[src/hdl/bpa_pkg.sv]
`timescale 1ns / 1ps
// ----------------------------------------------------------------------------
// bpa_pkg
// Shared sizes, operation codes and the controller/datapath interface types
// of the bitmap page allocator.
// ----------------------------------------------------------------------------
package bpa_pkg;

    localparam int MAP_PAGES = 65536;
    localparam int WORD_BITS = 64;
    localparam int NUM_WORDS = MAP_PAGES / WORD_BITS;
    localparam int WA_W      = $clog2(NUM_WORDS);
    localparam int BIT_W     = $clog2(WORD_BITS);
    localparam int PW        = $clog2(MAP_PAGES) + 1;   // page position 0..MAP_PAGES
    localparam int CNT_W     = 17;
    localparam int PAGE_W    = 16;
    localparam int MODE_W    = 2;
    localparam int EXT_W     = ((PW > CNT_W) ? PW : CNT_W) + 1;

    localparam logic [CNT_W-1:0] CNT_MAX       = '1;
    localparam logic [CNT_W-1:0] LOW_RES_RESET = CNT_W'(256);

    typedef enum logic [MODE_W-1:0] {
        MODE_ALLOC   = 2'd0,
        MODE_FREE    = 2'd1,
        MODE_ADD     = 2'd2,
        MODE_RESERVE = 2'd3
    } t_mode;

    // controller -> datapath
    typedef struct packed {
        logic clr;       // write one all-used word of the clearing pass
        logic capture;   // take the input transaction
        logic prep;      // set up range bounds and first word
        logic rd;        // read bitmap word
        logic modify;    // write back the modified word
        logic scan;      // evaluate word for a free run
        logic fin;       // update counters
        logic out_load;  // load result into output register
    } t_cmd;

    // datapath -> controller
    typedef struct packed {
        logic clr_last;
        logic empty;
        logic is_alloc;
        logic last;
        logic hit;
    } t_stat;

endpackage

[src/hdl/bpa_ctrl.sv]
`timescale 1ns / 1ps
// ----------------------------------------------------------------------------
// bpa_ctrl
// Sequencer of the allocator: clearing pass, range walk and first-fit scan.
// ----------------------------------------------------------------------------
module bpa_ctrl (
    input  logic           i_clk,
    input  logic           i_rst_n,
    input  logic           i_in_valid,
    input  logic           i_out_free,
    input  bpa_pkg::t_stat i_stat,
    output logic           o_in_ready,
    output bpa_pkg::t_cmd  o_cmd
);
    import bpa_pkg::*;

    typedef enum logic [3:0] {
        S_CLEAR, S_IDLE, S_PREP, S_RD, S_MOD, S_SCAN_RD, S_SCAN_EV, S_FIN, S_OUT
    } t_state;

    t_state r_state;

    always_ff @(posedge i_clk) begin
        if (!i_rst_n) begin
            r_state <= S_CLEAR;
        end else begin
            unique case (r_state)
                S_CLEAR:   if (i_stat.clr_last) r_state <= S_IDLE;
                S_IDLE:    if (i_in_valid) r_state <= S_PREP;
                S_PREP: begin
                    priority if (i_stat.empty)    r_state <= S_FIN;
                    else if (i_stat.is_alloc)     r_state <= S_SCAN_RD;
                    else                          r_state <= S_RD;
                end
                S_RD:      r_state <= S_MOD;
                S_MOD:     r_state <= i_stat.last ? S_FIN : S_RD;
                S_SCAN_RD: r_state <= S_SCAN_EV;
                S_SCAN_EV: begin
                    priority if (i_stat.hit) r_state <= S_RD;
                    else if (i_stat.last)    r_state <= S_FIN;
                    else                     r_state <= S_SCAN_RD;
                end
                S_FIN:     r_state <= S_OUT;
                S_OUT:     if (i_out_free) r_state <= S_IDLE;
                default:   r_state <= S_CLEAR;
            endcase
        end
    end

    always_comb begin
        o_cmd          = '0;
        o_in_ready     = (r_state == S_IDLE);
        o_cmd.clr      = (r_state == S_CLEAR);
        o_cmd.capture  = (r_state == S_IDLE) && i_in_valid;
        o_cmd.prep     = (r_state == S_PREP);
        o_cmd.rd       = (r_state == S_RD) || (r_state == S_SCAN_RD);
        o_cmd.modify   = (r_state == S_MOD);
        o_cmd.scan     = (r_state == S_SCAN_EV);
        o_cmd.fin      = (r_state == S_FIN);
        o_cmd.out_load = (r_state == S_OUT) && i_out_free;
    end

endmodule

[config.mk]
export PLATFORM = sky130hd
export DESIGN_NAME = bpa_ctrl
export DESIGN_NICKNAME = d
export VERILOG_FILES = /design/src/hdl/bpa_pkg.sv /design/src/hdl/bpa_ctrl.sv
export SDC_FILE = /design/constraint.sdc
export NUM_CORES = 1
export LEC_CHECK = 0
export BUFFER_PORTS_ARGS = -buffer_cell sky130_fd_sc_hd__buf_4
export CAP_MARGIN = 20
export CORE_AREA = 3 3 40 42
export CTS_BUF_LIST = sky130_fd_sc_hd__clkbuf_8 sky130_fd_sc_hd__clkbuf_16
export CTS_CLUSTER_SIZE = 40
export DETAILED_ROUTE_END_ITERATION = 8
export DIE_AREA = 0 0 43 45
export PLACE_DENSITY_LB_ADDON = 0.3
export SLEW_MARGIN = 20
export SYNTH_ARGS = -nofsm -noshare
export SYNTH_HDL_FRONTEND = slang
export SYNTH_SLANG_ARGS = --single-unit
export TNS_END_PERCENT = 10
[constraint.sdc]
create_clock -name i_clk -period 1.6 [get_ports i_clk]
set_input_delay 0.08 -clock i_clk [delete_from_list [all_inputs] [get_ports i_clk]]
set_output_delay 0.08 -clock i_clk [all_outputs]
set_load 0.1 [all_outputs]
==> results of run 1 <==
-- worst max-delay path, cell delays in order (launching register included) --
cell and delay (ns):
sky130_fd_sc_hd__dfxtp_2 0.42, sky130_fd_sc_hd__buf_4 0.20, sky130_fd_sc_hd__xor2_1 0.15, sky130_fd_sc_hd__and3_1 0.16
sky130_fd_sc_hd__buf_4 0.28
-- routing by layer --
layer  part of all wire (%)  global-route usage (%)  up-vias  routed length, um
met5                      0                       0        -                  0
met4                   0.90                   9.036        0                  9
met3                    4.7                   2.789        2                 47
met2                     48                   17.07        7                476
met1                     47                   14.18      188                463
li1                       -                       -      213                  -
-- cell usage in the layout (no fill, tap or decap) --
cell	n
sky130_fd_sc_hd__o21a_1	2
sky130_fd_sc_hd__or2b_1	1
sky130_fd_sc_hd__o21ai_1	1
sky130_fd_sc_hd__nor4_1	1
sky130_fd_sc_hd__and2_4	1
sky130_fd_sc_hd__and3_1	1
sky130_fd_sc_hd__xor2_1	1
sky130_fd_sc_hd__dfxtp_2	4
sky130_fd_sc_hd__mux2_2	1
sky130_fd_sc_hd__nor4b_1	1
sky130_fd_sc_hd__nand3b_1	1
sky130_fd_sc_hd__o31a_1	1
sky130_fd_sc_hd__and4b_2	1
sky130_fd_sc_hd__nand2b_1	1
sky130_fd_sc_hd__o41ai_2	1
sky130_fd_sc_hd__nor2_1	4
sky130_fd_sc_hd__nor4_4	1
sky130_fd_sc_hd__a311oi_1	1
sky130_fd_sc_hd__nor4b_4	2
sky130_fd_sc_hd__clkbuf_8	3
sky130_fd_sc_hd__a21oi_1	1
sky130_fd_sc_hd__nor2b_1	1
sky130_fd_sc_hd__buf_4	22
sky130_fd_sc_hd__o21bai_1	1
sky130_fd_sc_hd__a221oi_2	1
sky130_fd_sc_hd__or3b_1	2
sky130_fd_sc_hd__nor3_2	1
sky130_fd_sc_hd__nor3b_2	1
sky130_fd_sc_hd__a211o_1	1
sky130_fd_sc_hd__a211oi_1	1
sky130_fd_sc_hd__a31oi_1	1
sky130_fd_sc_hd__inv_1	2
-- path summary, 6_finish.rpt --
check | from | endpoint | slack, ns
max | r_state[2] | o_cmd[4] | 0.09
min | i_rst_n | r_state[0] | 0.1
max reg2reg | r_state[2] | r_state[2] | 0.26
min reg2reg | r_state[3] | r_state[1] | 0.66
-- layout make-up --
type | count | share of cell area [%]
Timing Repair Buffer | 22 | 26.04
Tap cell | 15 | 2.959
Multi-Input combinational cell | 34 | 49.90
Inverter | 2 | 1.183
Sequential cell | 4 | 13.41
Clock buffer | 3 | 6.509
-- what timing repair did --
item,in CTS,in global routing
setup endpoints to repair,3,3
gates cloned,0,0
gates resized for setup,3,1
-- power by group through the flow --
stage	Combinational, W	Sequential [W]	Clock, W
CTS	0.000496	0.000163	0.000219
global placement	0.000491	0.000161	0
detailed placement	0.000493	0.000162	0
finish	0.000493	0.000165	0.000211
floorplan	0.000430	0.000134	0
global route	0.000514	0.000171	0.000227
-- stage by stage --
step	hold slack (ns)	total power [W]	util [%]	TNS (ns)	cells
final	0.09785	0.0008682	49.37	0	80
after global routing	0.1084	0.0009120	49.37	0	80
after CTS	0.09976	0.0008773	49.27	0	80
after detailed placement	0.3252	0.0006558	45.76	0	77
after global placement	0.3180	0.0006523	45.76	0	77
after floorplan	0.1977	0.0005638	-	-3.376	44
-- kinds of logic after synthesis --
group / share of synthesized area [%]
XOR/XNOR: 2.237
AND/OR/NAND/NOR: 37.70
AO/OA/AOI/OAI: 26.52
buffers and inverters: 10.22
flip-flops: 20.45
multiplexers: 2.875
==> flow_results.xml, run 1 <==
<?xml version="1.0" encoding="UTF-8"?>
<metrics>
  <group name="detailed_routing">
    <metric name="detail_route.wirelength" unit="um">995</metric>
    <metric name="antenna_left" unit="">0</metric>
    <metric name="avgViaCountPerCell" unit="">5.125</metric>
    <metric name="dr.first_iter.drc_count" unit="">5</metric>
    <metric name="wl_per_cell" unit="um">12.44</metric>
    <metric name="dr.pass1.iters" unit="">2</metric>
    <metric name="remaining_drc_errors" unit="">0</metric>
    <metric name="routed_via_count" unit="">410</metric>
  </group>
  <group name="power_and_ir_drop">
    <metric name="p_comb_share" unit="%">56.7</metric>
    <metric name="power.sequential.fraction" unit="%">19.0</metric>
    <metric name="max-vdd-ir-drop" unit="mV">0.6525</metric>
    <metric name="internal_power" unit="W">0.0004472</metric>
    <metric name="power.share.clock" unit="%">24.3</metric>
    <metric name="power_switching_share" unit="%">48.49</metric>
    <metric name="power.density" unit="mW/mm^2">1369</metric>
    <metric name="switching_power" unit="W">0.0004210</metric>
    <metric name="p_leak" unit="nW">0.2768</metric>
  </group>
  <group name="cts">
    <metric name="cts_root_buffer" unit="">sky130_fd_sc_hd__clkbuf_8</metric>
    <metric name="clk_sinks" unit="">4</metric>
    <metric name="clock_tree_from_tritoncts" unit="">yes</metric>
    <metric name="ctsHtreeMaxLevel" unit="">1</metric>
    <metric name="max-clock-path-buffers" unit="">2</metric>
    <metric name="clk-insertion-delay-late" unit="ns">0.21</metric>
    <metric name="numCtsBuffers" unit="">3</metric>
    <metric name="cts_setup_buffers" unit="">0</metric>
    <metric name="clk_transition_reported_paths" unit="ns">0.03</metric>
    <metric name="number_of_buffers_inserted_by_hold_repair_at_cts" unit="">0</metric>
  </group>
  <group name="synth">
    <metric name="ys_seq_elements" unit="">4</metric>
    <metric name="postSynth.topFlopCell" unit="">sky130_fd_sc_hd__dfxtp_1</metric>
    <metric name="synth.lib_cells_used.distinct" unit="">31</metric>
    <metric name="synthesis.nets" unit="">53</metric>
    <metric name="synth_top_cells_by_area" unit="">sky130_fd_sc_hd__dfxtp_1, sky130_fd_sc_hd__nor4b_2, sky130_fd_sc_hd__buf_6</metric>
    <metric name="netlist.top_cell.by_area" unit="">sky130_fd_sc_hd__dfxtp_1</metric>
    <metric name="synth.avg_cell_area" unit="um^2">8.901</metric>
    <metric name="async_reset_ff_share" unit="%">0</metric>
    <metric name="ys.warnings.count" unit="">0</metric>
    <metric name="syn_inst" unit="">44</metric>
    <metric name="synth_edf_count" unit="">0</metric>
    <metric name="post_synthesis_instance_area" unit="um^2">391.6</metric>
    <metric name="synth.top_cell.area_share" unit="%">20.45</metric>
    <metric name="synth_sequential_area_ratio" unit="%">20.45</metric>
    <metric name="yosys-top-cells-count" unit="">sky130_fd_sc_hd__dfxtp_1, sky130_fd_sc_hd__nor2_1</metric>
  </group>
  <group name="final_layout">
    <metric name="drive_above_1_share" unit="%">60.00</metric>
    <metric name="fin_area" unit="um^2">634.4</metric>
    <metric name="antenna-diode-count" unit="">0</metric>
    <metric name="registers.top_by_ff_count" unit="">r_state</metric>
    <metric name="reg_top3" unit="">r_state: 4 flops</metric>
    <metric name="multi_input_comb_area" unit="um^2">316.6</metric>
    <metric name="largest_register_ffs" unit="">4</metric>
    <metric name="finish.net_count" unit="">76</metric>
    <metric name="fillCellCount" unit="">128</metric>
    <metric name="sequential_cell_area" unit="um^2">85.08</metric>
    <metric name="areaGrowthSynthToFinish" unit="%">61.98</metric>
  </group>
  <group name="floorplan">
    <metric name="top_level_ports" unit="">18</metric>
    <metric name="die-height" unit="um">45</metric>
    <metric name="start_util" unit="%">30.48</metric>
    <metric name="rows" unit="">13</metric>
    <metric name="core" unit="mm^2">0.001285</metric>
    <metric name="dieArea" unit="mm^2">0.001935</metric>
    <metric name="die_w" unit="um">43</metric>
  </group>
  <group name="global_route">
    <metric name="grt.total_usage" unit="%">11.48</metric>
    <metric name="largest_net_degree_at_the_start_of_global_routing" unit="">14</metric>
    <metric name="grt-ovfl-total" unit="">0</metric>
    <metric name="grt_antenna_before_repair" unit="">0</metric>
    <metric name="grt_first_pass_wirelength" unit="um">1628</metric>
    <metric name="grt_pass1_vias" unit="">366</metric>
  </group>
  <group name="place">
    <metric name="numPortBuffers" unit="">17</metric>
    <metric name="placed_area" unit="um^2">588.1</metric>
    <metric name="gp_congestion" unit="">0.6801</metric>
    <metric name="dp_worst_setup_slack" unit="ns">0.1560</metric>
    <metric name="dp.final_hpwl" unit="um">770.3</metric>
  </group>
  <group name="timing">
    <metric name="slew_headroom" unit="%">78.14</metric>
    <metric name="post-route-worst-setup-slack" unit="ns">0.09480</metric>
    <metric name="max_clock_freq" unit="MHz">664.4</metric>
    <metric name="setup_violations" unit="">0</metric>
    <metric name="worst_slew_pin_slew" unit="ns">0.3244</metric>
    <metric name="period_share" unit="%">94.07</metric>
    <metric name="final-max-slew-violation-count" unit="">0</metric>
    <metric name="fin_skew" unit="ns">0.003007</metric>
    <metric name="period_minus_slack" unit="ns">1.505</metric>
    <metric name="final-hold-violation-count" unit="">0</metric>
    <metric name="grt_setup_unrepaired" unit="">no</metric>
  </group>
  <group name="status">
    <metric name="outcome" unit="">finished, final reports clean</metric>
  </group>
  <group name="min_path">
    <metric name="hold_path.class" unit="">in -&gt; reg</metric>
    <metric name="timing.hold.worst_path_depth" unit="">2</metric>
  </group>
  <group name="worst_setup_path">
    <metric name="critical_path_launch_point_type" unit="">register</metric>
    <metric name="timing.critical_path.required" unit="ns">1.52</metric>
    <metric name="end_kind" unit="">output pin</metric>
    <metric name="crit_fanout" unit="">10</metric>
    <metric name="timing.setup.critical_path_class" unit="">reg -&gt; out</metric>
    <metric name="logic_depth_of_the_worst_register_to_register_path" unit="">3</metric>
    <metric name="arrival_time_worst_endpoint" unit="ns">1.43</metric>
  </group>
  <group name="run">
    <metric name="cap_viol_max_count" unit="">0</metric>
  </group>
</metrics>
Power figures use the tool's default switching activity.
==> inputs of run 2 (changes only) <==
==> constraint.sdc (replaced) <==
create_clock -name i_clk -period 1.6 [get_ports i_clk]
set_input_delay 0.08 -clock i_clk [delete_from_list [all_inputs] [get_ports i_clk]]
set_output_delay 0.08 -clock i_clk [all_outputs]
set_load 0.005 [all_outputs]
==> flow_results.xml, run 2 (synthesis results as in run 1) <==
<?xml version="1.0" encoding="UTF-8"?>
<metrics>
  <group name="status">
    <metric name="outcome" unit="">finished, final reports clean</metric>
  </group>
  <group name="final_layout">
    <metric name="registers.top_by_ff_count" unit="">r_state</metric>
    <metric name="layout.cells.most_common" unit="">sky130_fd_sc_hd__buf_4</metric>
    <metric name="postLayoutCoreUtil" unit="%">44.40</metric>
    <metric name="antenna-diode-count" unit="">0</metric>
    <metric name="layout_common_cells" unit="">sky130_fd_sc_hd__buf_4, sky130_fd_sc_hd__nor2_1, sky130_fd_sc_hd__clkbuf_8, sky130_fd_sc_hd__dfxtp_1</metric>
    <metric name="fillCellCount" unit="">133</metric>
    <metric name="drive_above_1_share" unit="%">47.62</metric>
    <metric name="areaGrowthSynthToFinish" unit="%">45.69</metric>
    <metric name="reg_top3" unit="">r_state: 4 flops</metric>
    <metric name="largest_register_ffs" unit="">4</metric>
    <metric name="finish.net_count" unit="">74</metric>
    <metric name="final_cell_count_no_fill" unit="">78</metric>
  </group>
  <group name="floorplan">
    <metric name="top_level_ports" unit="">18</metric>
    <metric name="die-height" unit="um">45</metric>
    <metric name="rows" unit="">13</metric>
    <metric name="start_util" unit="%">30.48</metric>
    <metric name="dieArea" unit="mm^2">0.001935</metric>
    <metric name="core" unit="mm^2">0.001285</metric>
    <metric name="die_w" unit="um">43</metric>
  </group>
  <group name="timing">
    <metric name="final-max-slew-violation-count" unit="">0</metric>
    <metric name="period_share" unit="%">91.13</metric>
    <metric name="slew_headroom" unit="%">76.57</metric>
    <metric name="grt_setup_unrepaired" unit="">no</metric>
    <metric name="setup_violations" unit="">0</metric>
    <metric name="totalNegativeSetupSlack" unit="ns">0</metric>
    <metric name="fin_skew" unit="ns">0.001515</metric>
    <metric name="post-route-worst-setup-slack" unit="ns">0.1419</metric>
    <metric name="final-hold-violation-count" unit="">0</metric>
    <metric name="worst_slew_pin_slew" unit="ns">0.3477</metric>
    <metric name="period_minus_slack" unit="ns">1.458</metric>
    <metric name="max_clock_freq" unit="MHz">685.8</metric>
  </group>
  <group name="cts">
    <metric name="numCtsBuffers" unit="">3</metric>
    <metric name="ctsHtreeMaxLevel" unit="">1</metric>
    <metric name="number_of_buffers_inserted_by_hold_repair_at_cts" unit="">0</metric>
    <metric name="max-clock-path-buffers" unit="">2</metric>
    <metric name="clk-insertion-delay-late" unit="ns">0.22</metric>
    <metric name="clk_sinks" unit="">4</metric>
    <metric name="clock_tree_from_tritoncts" unit="">yes</metric>
    <metric name="cts_root_buffer" unit="">sky130_fd_sc_hd__clkbuf_8</metric>
    <metric name="clk_transition_reported_paths" unit="ns">0.03</metric>
  </group>
  <group name="global_route">
    <metric name="grt-ovfl-total" unit="">0</metric>
    <metric name="grt_antenna_before_repair" unit="">0</metric>
    <metric name="largest_net_degree_at_the_start_of_global_routing" unit="">14</metric>
    <metric name="grt_pass1_vias" unit="">337</metric>
    <metric name="grt_first_pass_wirelength" unit="um">1552</metric>
    <metric name="grt.total_usage" unit="%">11.40</metric>
  </group>
  <group name="place">
    <metric name="gp_congestion" unit="">0.7863</metric>
    <metric name="placedCellCount" unit="">75</metric>
    <metric name="numPortBuffers" unit="">17</metric>
    <metric name="dp_worst_setup_slack" unit="ns">0.1617</metric>
    <metric name="dp.final_hpwl" unit="um">749.2</metric>
  </group>
  <group name="detailed_routing">
    <metric name="dr.pass1.iters" unit="">4</metric>
    <metric name="antenna_left" unit="">0</metric>
    <metric name="routed_via_count" unit="">409</metric>
    <metric name="detail_route.wirelength" unit="um">1006</metric>
    <metric name="dr.first_iter.drc_count" unit="">10</metric>
    <metric name="wl_per_cell" unit="um">12.90</metric>
    <metric name="remaining_drc_errors" unit="">0</metric>
    <metric name="avgViaCountPerCell" unit="">5.244</metric>
  </group>
  <group name="worst_setup_path">
    <metric name="arrival_time_worst_endpoint" unit="ns">1.38</metric>
    <metric name="crit_fanout" unit="">8</metric>
    <metric name="crit-reg2reg-launch" unit="">r_state[1]</metric>
    <metric name="timing.setup.critical_path_class" unit="">reg -&gt; out</metric>
    <metric name="timing.critical_path.required" unit="ns">1.52</metric>
    <metric name="critical_path_launch_point_type" unit="">register</metric>
    <metric name="setup.worst_path.start" unit="">r_state[3]</metric>
    <metric name="end_kind" unit="">output pin</metric>
  </group>
  <group name="min_path">
    <metric name="hold_path_startpoint" unit="">i_rst_n</metric>
    <metric name="hold_path.class" unit="">in -&gt; reg</metric>
  </group>
  <group name="power_and_ir_drop">
    <metric name="p_leak" unit="nW">0.2489</metric>
    <metric name="power.density" unit="mW/mm^2">1045</metric>
    <metric name="max-vdd-ir-drop" unit="mV">0.4080</metric>
  </group>
  <group name="run">
    <metric name="cap_viol_max_count" unit="">0</metric>
  </group>
</metrics>
-- run 2: cell count changes in the layout (fill, tap and decap cells not counted), sizes merged --
cell and change:
buf -2
-- run 2: path summary, 6_finish.rpt --
| path | to | slack (ns) | cells after the start |
|---|---|---|---|
| setup reg to reg | r_state[1] | 0.28 | 3 |
| hold reg to reg | r_state[1] | 0.62 | 1 |
| setup / recovery | o_cmd[6] | 0.14 | 4 |
| hold / removal | r_state[0] | 0.09 | 2 |
-- run 2: per-stage QoR --
stage	hold WS (ns)	cell area, um^2	power (W)
finish	0.09236	570.5	0.0005961
global route	0.09943	570.5	0.0006374
CTS	0.09058	569.3	0.0006014
detailed placement	0.3186	528.0	0.0003806
global placement	0.3176	528.0	0.0003752
floorplan	0.1977	391.6	0.0003001
-- run 2: routing by layer --
metal / wire [um] / global-route usage, % / vias to the layer above
li1: - / - / 208
met5: 0 / 0 / -
met2: 435 / 13.77 / 13
met4: 25 / 9.036 / 0
met3: 61 / 4.781 / 4
met1: 484 / 15.38 / 184
-- run 2: timing repair --
action | in CTS | in global routing
endpoints found under the setup margin | 0 | 1
gates resized for setup | 0 | 1
hold endpoints to repair | 0 | 0
buffers inserted | 0 | 0
-- run 2: area by class of cell --
class | instances | area [um^2] | share of cell area, %
multi-input combinational | 34 | 271.5 | 47.59
timing repair buffer | 20 | 150.1 | 26.32
sequential | 4 | 81.33 | 14.25
clock buffer | 3 | 41.29 | 7.237
tap | 15 | 18.77 | 3.289
inverter | 2 | 7.507 | 1.316
-- run 2: worst max-delay path, stage by stage, from the launching register on --
cell	delay, ns
sky130_fd_sc_hd__dfxtp_1	0.37
sky130_fd_sc_hd__buf_4	0.20
sky130_fd_sc_hd__nor4b_2	0.31
sky130_fd_sc_hd__and2_1	0.17
sky130_fd_sc_hd__buf_4	0.10
-- run 2: power by group --
group	internal [W]	switching (W)	total (W)	leakage (nW)
clock	0.000161	0.0000558	0.000216	0.0216
combinational	0.000133	0.0000970	0.000230	0.194
sequential	0.000116	0.0000333	0.000149	0.0332
total	0.000410	0.000186	0.000596	0.249
==> inputs of run 3 (changes only) <==
ABC_AREA = 1   (was not set)
==> flow_results.xml, run 3 <==
<?xml version="1.0" encoding="UTF-8"?>
<metrics>
  <group name="status">
    <metric name="outcome" unit="">finished, final reports clean</metric>
  </group>
  <group name="worst_setup_path">
    <metric name="setup.worst_path.start" unit="">r_state[2]</metric>
    <metric name="critical-path-top-cell-by-count" unit="">sky130_fd_sc_hd__inv_1</metric>
    <metric name="arrival_time_worst_endpoint" unit="ns">1.22</metric>
    <metric name="end_kind" unit="">output pin</metric>
    <metric name="worstPathCellList" unit="">inv_1 -&gt; nand2_2 -&gt; nor3_1 -&gt; nor2_2 -&gt; inv_1 -&gt; buf_4</metric>
    <metric name="critical_path_launch_point_type" unit="">register</metric>
    <metric name="critical-path-slowest-cell" unit="">sky130_fd_sc_hd__dfxtp_1</metric>
    <metric name="critical-path-max-stage-delay" unit="ns">0.44</metric>
    <metric name="crit_fanout" unit="">5</metric>
    <metric name="timing.setup.critical_path_class" unit="">reg -&gt; out</metric>
    <metric name="crit-reg2reg-launch" unit="">r_state[2]</metric>
    <metric name="timing.critical_path.required" unit="ns">1.52</metric>
  </group>
  <group name="synth">
    <metric name="post_synthesis_instance_area" unit="um^2">366.6</metric>
    <metric name="synth.top_cell.area_share" unit="%">21.84</metric>
    <metric name="post-synth-top-count-cell" unit="">sky130_fd_sc_hd__nor2_1</metric>
    <metric name="ys.warnings.count" unit="">0</metric>
    <metric name="synthesis.nets" unit="">70</metric>
    <metric name="synth_top_cells_by_area" unit="">sky130_fd_sc_hd__dfxtp_1, sky130_fd_sc_hd__nor2_1, sky130_fd_sc_hd__nand2_1</metric>
    <metric name="synth.lib_cells_used.distinct" unit="">16</metric>
    <metric name="yosys-top-cells-count" unit="">sky130_fd_sc_hd__nor2_1, sky130_fd_sc_hd__nand2_1, sky130_fd_sc_hd__inv_1</metric>
    <metric name="syn_inst" unit="">61</metric>
    <metric name="synth_edf_count" unit="">0</metric>
    <metric name="synth_sequential_area_ratio" unit="%">21.84</metric>
    <metric name="ys_seq_elements" unit="">4</metric>
    <metric name="async_reset_ff_share" unit="%">0</metric>
    <metric name="postSynth.topFlopCell" unit="">sky130_fd_sc_hd__dfxtp_1</metric>
    <metric name="synth.avg_cell_area" unit="um^2">6.010</metric>
    <metric name="netlist.top_cell.by_area" unit="">sky130_fd_sc_hd__dfxtp_1</metric>
  </group>
  <group name="detailed_routing">
    <metric name="dr.pass1.iters" unit="">5</metric>
    <metric name="remaining_drc_errors" unit="">0</metric>
    <metric name="avgViaCountPerCell" unit="">4.323</metric>
    <metric name="dr.first_iter.drc_count" unit="">2</metric>
    <metric name="antenna_left" unit="">0</metric>
    <metric name="routed_via_count" unit="">415</metric>
    <metric name="wl_per_cell" unit="um">9.146</metric>
    <metric name="detail_route.wirelength" unit="um">878</metric>
  </group>
  <group name="timing">
    <metric name="fin_skew" unit="ns">0.003821</metric>
    <metric name="max_clock_freq" unit="MHz">767.9</metric>
    <metric name="totalNegativeSetupSlack" unit="ns">0</metric>
    <metric name="setup_violations" unit="">0</metric>
    <metric name="final-max-slew-violation-count" unit="">0</metric>
    <metric name="period_minus_slack" unit="ns">1.302</metric>
    <metric name="final-hold-violation-count" unit="">0</metric>
    <metric name="worst_slew_pin_slew" unit="ns">0.2698</metric>
    <metric name="slew_headroom" unit="%">81.87</metric>
    <metric name="grt_setup_unrepaired" unit="">no</metric>
    <metric name="period_share" unit="%">81.39</metric>
  </group>
  <group name="final_layout">
    <metric name="layout_common_cells" unit="">sky130_fd_sc_hd__nor2_1, sky130_fd_sc_hd__buf_4, sky130_fd_sc_hd__nand2_1</metric>
    <metric name="fillCellCount" unit="">144</metric>
    <metric name="finish.net_count" unit="">92</metric>
    <metric name="largest_register_ffs" unit="">4</metric>
    <metric name="final_cell_count_no_fill" unit="">96</metric>
    <metric name="postLayoutCoreUtil" unit="%">43.14</metric>
    <metric name="registers.top_by_ff_count" unit="">r_state</metric>
    <metric name="reg_top3" unit="">r_state: 4 flops</metric>
    <metric name="antenna-diode-count" unit="">0</metric>
    <metric name="drive_above_1_share" unit="%">40.74</metric>
    <metric name="areaGrowthSynthToFinish" unit="%">51.19</metric>
    <metric name="layout.cells.most_common" unit="">sky130_fd_sc_hd__nor2_1</metric>
  </group>
  <group name="cts">
    <metric name="ctsHtreeMaxLevel" unit="">1</metric>
    <metric name="clock_tree_from_tritoncts" unit="">yes</metric>
    <metric name="clk_sinks" unit="">4</metric>
    <metric name="cts_root_buffer" unit="">sky130_fd_sc_hd__clkbuf_8</metric>
    <metric name="number_of_buffers_inserted_by_hold_repair_at_cts" unit="">0</metric>
    <metric name="cts_setup_buffers" unit="">0</metric>
    <metric name="max-clock-path-buffers" unit="">2</metric>
    <metric name="clk_transition_reported_paths" unit="ns">0.03</metric>
    <metric name="clk-insertion-delay-late" unit="ns">0.22</metric>
    <metric name="cts_repair_resize_count" unit="">0</metric>
    <metric name="numCtsBuffers" unit="">3</metric>
  </group>
  <group name="floorplan">
    <metric name="die_w" unit="um">43</metric>
    <metric name="die-height" unit="um">45</metric>
    <metric name="core" unit="mm^2">0.001285</metric>
    <metric name="rows" unit="">13</metric>
    <metric name="top_level_ports" unit="">18</metric>
    <metric name="start_util" unit="%">28.53</metric>
    <metric name="dieArea" unit="mm^2">0.001935</metric>
  </group>
  <group name="place">
    <metric name="gp_congestion" unit="">0.7116</metric>
    <metric name="placedCellCount" unit="">93</metric>
    <metric name="dp.final_hpwl" unit="um">727.1</metric>
    <metric name="numPortBuffers" unit="">17</metric>
  </group>
  <group name="global_route">
    <metric name="grt.total_usage" unit="%">9.975</metric>
    <metric name="grt_antenna_before_repair" unit="">0</metric>
    <metric name="grt_first_pass_wirelength" unit="um">1373</metric>
    <metric name="grt-ovfl-total" unit="">0</metric>
    <metric name="grt_pass1_vias" unit="">354</metric>
    <metric name="largest_net_degree_at_the_start_of_global_routing" unit="">6</metric>
  </group>
  <group name="run">
    <metric name="cap_viol_max_count" unit="">0</metric>
  </group>
  <group name="power_and_ir_drop">
    <metric name="p_leak" unit="nW">0.3072</metric>
    <metric name="power.density" unit="mW/mm^2">1446</metric>
    <metric name="max-vdd-ir-drop" unit="mV">0.4586</metric>
  </group>
  <group name="min_path">
    <metric name="hold_path.class" unit="">in -&gt; reg</metric>
    <metric name="hold_path_startpoint" unit="">i_rst_n</metric>
  </group>
</metrics>
[run 3: power by group]
group / total, W / internal [W] / switching, W
clock network: 0.000211 / 0.000160 / 0.0000505
registers: 0.000157 / 0.000126 / 0.0000312
logic: 0.000434 / 0.000189 / 0.000245
total: 0.000802 / 0.000475 / 0.000327
[run 3: critical path, delay by kind of cell (launching register included)]
kind	cells	cell delay, ns
buf+inv	3	0.26
flops	1	0.44
simple gates	3	0.31
[run 3: stage by stage]
| step | worst slack (ns) | cell area, um^2 | total power [W] | hold WS (ns) |
|---|---|---|---|---|
| floorplan | 0.5971 | 366.6 | 0.0004527 | 0.1976 |
| global placement | 0.4241 | 513.0 | 0.0005962 | 0.2940 |
| detailed placement | 0.4415 | 513.0 | 0.0005955 | 0.3023 |
| CTS | 0.2823 | 554.3 | 0.0008167 | 0.07871 |
| global route | 0.2042 | 554.3 | 0.0008771 | 0.08768 |
| finish | 0.2978 | 554.3 | 0.0008016 | 0.08463 |
[run 3: cell type report]
type	count	area, um^2	area share [%]
Sequential cell	4	80.08	14.45
Tap cell	15	18.77	3.386
Multi-Input combinational cell	46	245.2	44.24
Inverter	11	41.29	7.449
Timing Repair Buffer	17	127.6	23.02
Clock buffer	3	41.29	7.449
[run 3: cells by family after synthesis]
family / count (synthesis) / share of synthesized area, %
simple gates: 40 / 56.99
buf+inv: 11 / 11.26
compound gates: 6 / 9.899
flops: 4 / 21.84
[run 3: routing by layer]
layer	wire length [um]	GRT usage (%)
met4	0	9.036
met2	422	15.27
met3	73	2.789
met1	382	11.27
met5	0	0
[run 3: path summary, 6_finish.rpt]
path,to,slack (ns),cells past startpoint
hold reg to reg,r_state[0],0.63,3
setup / recovery,o_cmd[4],0.30,6
hold / removal,r_state[3],0.08,2
setup reg to reg,r_state[2],0.46,7
